File: src/rtl/wss_pkg.sv
`timescale 1ns / 1ps
package wss_pkg;
    localparam int WORD_SLOTS   = 1024;
    localparam int MAX_WORD_LEN = 50;
    localparam int BIN_COUNT    = MAX_WORD_LEN + 1;
    localparam int SLOT_W       = $clog2(WORD_SLOTS);
    localparam int CNT_W        = $clog2(WORD_SLOTS + 1);
    localparam int LEN_W        = $clog2(MAX_WORD_LEN + 1);
    localparam int CHAR_W       = $clog2(WORD_SLOTS * MAX_WORD_LEN + 1);
    localparam int CHAR_DEPTH   = WORD_SLOTS * (2 ** LEN_W);
    localparam int NUM_REC      = 4 + BIN_COUNT;
    localparam int REC_W        = $clog2(NUM_REC);
    localparam int STAT_W       = 17;
    localparam int BIN_W        = 6;
    localparam int KIND_W       = 3;

    localparam logic [1:0] FUNC_CHAR = 2'd0;
    localparam logic [1:0] FUNC_WEND = 2'd1;
    localparam logic [1:0] FUNC_TEND = 2'd2;

    localparam logic [KIND_W-1:0] KIND_WORDS    = 3'd0;
    localparam logic [KIND_W-1:0] KIND_CHARS    = 3'd1;
    localparam logic [KIND_W-1:0] KIND_SPACED   = 3'd2;
    localparam logic [KIND_W-1:0] KIND_DISTINCT = 3'd3;
    localparam logic [KIND_W-1:0] KIND_BIN      = 3'd4;
endpackage

File: src/rtl/wss_hist_cell.sv
`timescale 1ns / 1ps
module wss_hist_cell (
    input  logic                    clk,
    input  logic                    rst_n,
    input  logic                    bump,
    input  logic                    shift,
    input  logic [wss_pkg::CNT_W-1:0] count_in,
    output logic [wss_pkg::CNT_W-1:0] count
);
    logic [wss_pkg::CNT_W-1:0] count_reg;
    logic [wss_pkg::CNT_W-1:0] count_next;

    always_comb
    begin
        count_next = count_reg;
        if (shift)
        begin
            count_next = count_in;
        end
        else if (bump)
        begin
            count_next = count_reg + wss_pkg::CNT_W'(1);
        end
    end

    always_ff @(posedge clk or negedge rst_n)
    begin
        if (!rst_n)
        begin
            count_reg <= '0;
        end
        else
        begin
            count_reg <= count_next;
        end
    end

    assign count = count_reg;
endmodule

File: src/rtl/wss_hist_chain.sv
`timescale 1ns / 1ps
module wss_hist_chain (
    input  logic                      clk,
    input  logic                      rst_n,
    input  logic                      bump_en,
    input  logic [wss_pkg::LEN_W-1:0] bump_len,
    input  logic                      shift,
    output logic [wss_pkg::CNT_W-1:0] head
);
    logic [wss_pkg::CNT_W-1:0] counts [wss_pkg::BIN_COUNT];

    // bins move one place toward the head per shift, zeros enter at the tail
    for (genvar b = 0; b < wss_pkg::BIN_COUNT; b++)
    begin : g_cell
        logic [wss_pkg::CNT_W-1:0] feed;
        if (b == wss_pkg::BIN_COUNT - 1)
        begin : g_tail
            assign feed = '0;
        end
        else
        begin : g_mid
            assign feed = counts[b + 1];
        end
        wss_hist_cell u_cell (
            .clk      (clk),
            .rst_n    (rst_n),
            .bump     (bump_en && (bump_len == wss_pkg::LEN_W'(b))),
            .shift    (shift),
            .count_in (feed),
            .count    (counts[b])
        );
    end

    assign head = counts[0];
endmodule

File: config.mk
export PLATFORM = sky130hd
export DESIGN_NAME = wss_hist_chain
export DESIGN_NICKNAME = d
export VERILOG_FILES = /design/src/rtl/wss_pkg.sv /design/src/rtl/wss_hist_cell.sv /design/src/rtl/wss_hist_chain.sv
export SDC_FILE = /design/constraint.sdc
export NUM_CORES = 2
export LEC_CHECK = 0
export BUFFER_PORTS_ARGS = -buffer_cell sky130_fd_sc_hd__buf_2
export CORE_MARGIN = 5
export CORE_UTILIZATION = 40
export CTS_CLUSTER_DIAMETER = 100
export DETAILED_ROUTE_END_ITERATION = 10
export HOLD_SLACK_MARGIN = 0.1
export PLACE_DENSITY = 0.52
export SYNTH_ARGS = -nofsm -noshare
export SYNTH_HDL_FRONTEND = slang
export SYNTH_SLANG_ARGS = --single-unit
File: constraint.sdc
create_clock -name clk -period 2.6 [get_ports clk]
set_clock_uncertainty 0.15 [all_clocks]
set_input_delay 0.65 -clock clk [delete_from_list [all_inputs] [get_ports clk]]
set_output_delay 0.65 -clock clk [all_outputs]
set_load 0.05 [all_outputs]
==> results.json <==
{
  "status": "finished, final reports clean",
  "critPathKind": "input port to flip-flop",
  "yosysWarnings": 0,
  "grt.total_usage_pct": 21.7,
  "critPathLaunchType": "input port",
  "cp.required_ns": 2.89,
  "syn_to_final_growth_pct": 17.1,
  "slowest_delay_ns": 0.59,
  "viasPerCell": 5.64,
  "grt_setup_unrepaired": "no",
  "grt_pass1_vias": 26600,
  "core_area_mm2": 0.0805,
  "final_common_cell": "nand2_1",
  "layout-drive-gt1-share_pct": 12.3,
  "end_kind": "flip-flop",
  "cts_buffers": 68,
  "route.detailed.wl_per_inst_um": 19.1,
  "final_cell_mix": "nand2_1, dfrtp_1, o21ai_0, buf_4, xnor2_1",
  "power_density_mw_per_mm2": 607,
  "layout.nets": 3928,
  "largest_reg_flops": 561,
  "design_area_mm2": 0.0380,
  "ios": 21,
  "yosysTopAreaCell": "dfrtp_1",
  "gr-total-overflow": 0,
  "synth_area_leaders": "dfrtp_1, nand2_1, o21ai_0, xnor2_1, nor4_1",
  "gp_congestion": 0.841,
  "clk_latency_ns": 0.60,
  "crit_path_frequent_cell": "buf_4",
  "placed_area_mm2": 0.0358,
  "holdCritPathClass": "input port to flip-flop",
  "cts_resized": 0,
  "cts.sinks": 561,
  "synth_area_mm2": 0.0325,
  "hpwl_mm": 67.4,
  "ys.flop_type": "dfrtp_1",
  "hold_depth": 2,
  "slowest_stage": "or4b_4",
  "clk_pin_slew_ns": 0.06,
  "root_buffer": "clkbuf_16",
  "antenna_found_initial": 0,
  "total_leakage_power_nw": 14.5,
  "syn_area_per_cell_um2": 8.74,
  "ir_drop_mv": 0.434,
  "finalSetupViolCount": 0,
  "syn-num-nets": 3774,
  "crit_chain": "buf_2 -> buf_4 -> or4b_4 -> buf_4 -> buf_4 -> nor4_1 -> xnor2_1 -> o21ai_0",
  "synth.distinct_cells": 64,
  "seq_area_frac_synth_pct": 43.3,
  "grt_max_degree": 106,
  "final_cells": 4971,
  "finalCriticalPeriod_ns": 2.28,
  "htreeDepth": 3,
  "port_buffers": 20,
  "start_util_pct": 40.3,
  "grt_first_pass_wirelength_mm": 154,
  "yosys.area.top_type_share_pct": 43.3,
  "core.rowCount": 104,
  "cap_violations": 0,
  "num_vias": 28000,
  "synth_cells": 3713,
  "worst_slew_pin_slew_ns": 0.493,
  "finalHoldViolations": 0,
  "power_w": 0.0231,
  "reg2reg_depth": 5,
  "synthArstFlopShare_pct": 100,
  "die_x_um": 295,
  "drc": 0,
  "clockBufferDepth": 3,
  "tritoncts": "done",
  "period_share_pct": 87.8,
  "ant_nets": 0,
  "wl_mm": 94.8,
  "die_h_um": 295,
  "drtIter0Drc": 2171,
  "slew_headroom_pct": 67.1,
  "synth_seq_cells": 561,
  "path_max_fanout": 14,
  "fmax_mhz": 438,
  "synth-edff-count": 0,
  "first_pass_iters": 5,
  "placed_cells": 4856,
  "dieArea_mm2": 0.0869,
  "cp.arrival_ns": 2.57,
  "slew_viol_final": 0
}
==> power breakdown <==
part | internal (W) | total (W) | leakage, nW | switching [W]
clock network | 0.00576 | 0.00959 | 1.10 | 0.00383
logic | 0.00120 | 0.00273 | 5.99 | 0.00153
registers | 0.00957 | 0.0108 | 7.39 | 0.00119
==> path summary, 6_finish.rpt <==
check	start	to	slack (ns)
min in group asynchronous	rst_n	g_cell[0].u_cell.count[0]$_DFFE_PN0P_	0.41
min	shift	g_cell[50].u_cell.count[0]$_DFFE_PN0P_	0.29
min reg2reg	g_cell[14].u_cell.count[10]$_DFFE_PN0P_	g_cell[13].u_cell.count[10]$_DFFE_PN0P_	0.37
max in group asynchronous	rst_n	g_cell[38].u_cell.count[6]$_DFFE_PN0P_	1.10
max reg2reg	g_cell[14].u_cell.count[0]$_DFFE_PN0P_	g_cell[14].u_cell.count[8]$_DFFE_PN0P_	0.55
max	bump_len[1]	g_cell[1].u_cell.count[5]$_DFFE_PN0P_	0.32
==> metal layers <==
metal  part of all wire [%]  GRT usage [%]
met2                     43           32.4
met4                    2.1           4.87
met5                      0              0
met1                     51           34.0
met3                    3.8           2.35
==> layout make-up <==
type                       instances  area (um2)
multi-input combinational       2833       17200
timing repair buffer             324        2880
inverter                          79         304
sequential                       561       14000
antenna                            1        2.50
clock inverter                    14         149
fill                            7794       42500
clock buffer                      99        2060
tap                             1060        1330
==> worst max-delay path: cells and delay by family <==
family                 cells  cell delay [ns]
AO/OA/AOI/OAI              1             0.10
XOR/XNOR                   1             0.16
buffers and inverters      4             0.73
AND/OR/NAND/NOR            2             0.93
==> cell families (layout without fill, tap and decap cells) <==
family	after synthesis	in the layout	synth area share, %
AND/OR/NAND/NOR	1731	1731	27.5
AO/OA/AOI/OAI	630	630	11.8
flip-flops	561	561	43.3
XOR/XNOR	339	339	9.15
buffers and inverters	319	516	3.81
multiplexers	82	82	2.57
adder cells (fa/ha/maj)	51	51	1.97
other	0	1	0
==> cells in the mapped netlist (all sizes together) (25+ instances only) <==
cell	number
a221o	48
a31oi	61
buf	42
clkbuf	198
dfrtp	561
ha	51
inv	79
mux2i	71
nand2	591
nand3	185
nand4	171
nand4b	28
nor2	213
nor2b	25
nor3	98
nor4	201
o21ai	408
or3	40
or4	40
xnor2	231
xor2	108
==> timing repair <==
action,4_1_cts,5_1_grt
hold buffers,1,0
buffers inserted,0,0
endpoints found under the hold margin,20,0
==> metrics by stage <==
step                      setup WS (ns)  hold slack, ns  setup TNS (ns)  util [%]
final                             0.318           0.288               0      47.2
after global routing              0.229           0.295               0      47.2
after CTS                         0.366           0.260               0      47.2
after detailed placement         -0.287           0.342          -18.72      44.4
after global placement           -0.266           0.347          -15.91      44.4
after floorplan                 -0.0557           0.204          -0.132         -
Note: power is estimated with default switching activity, not from simulation.
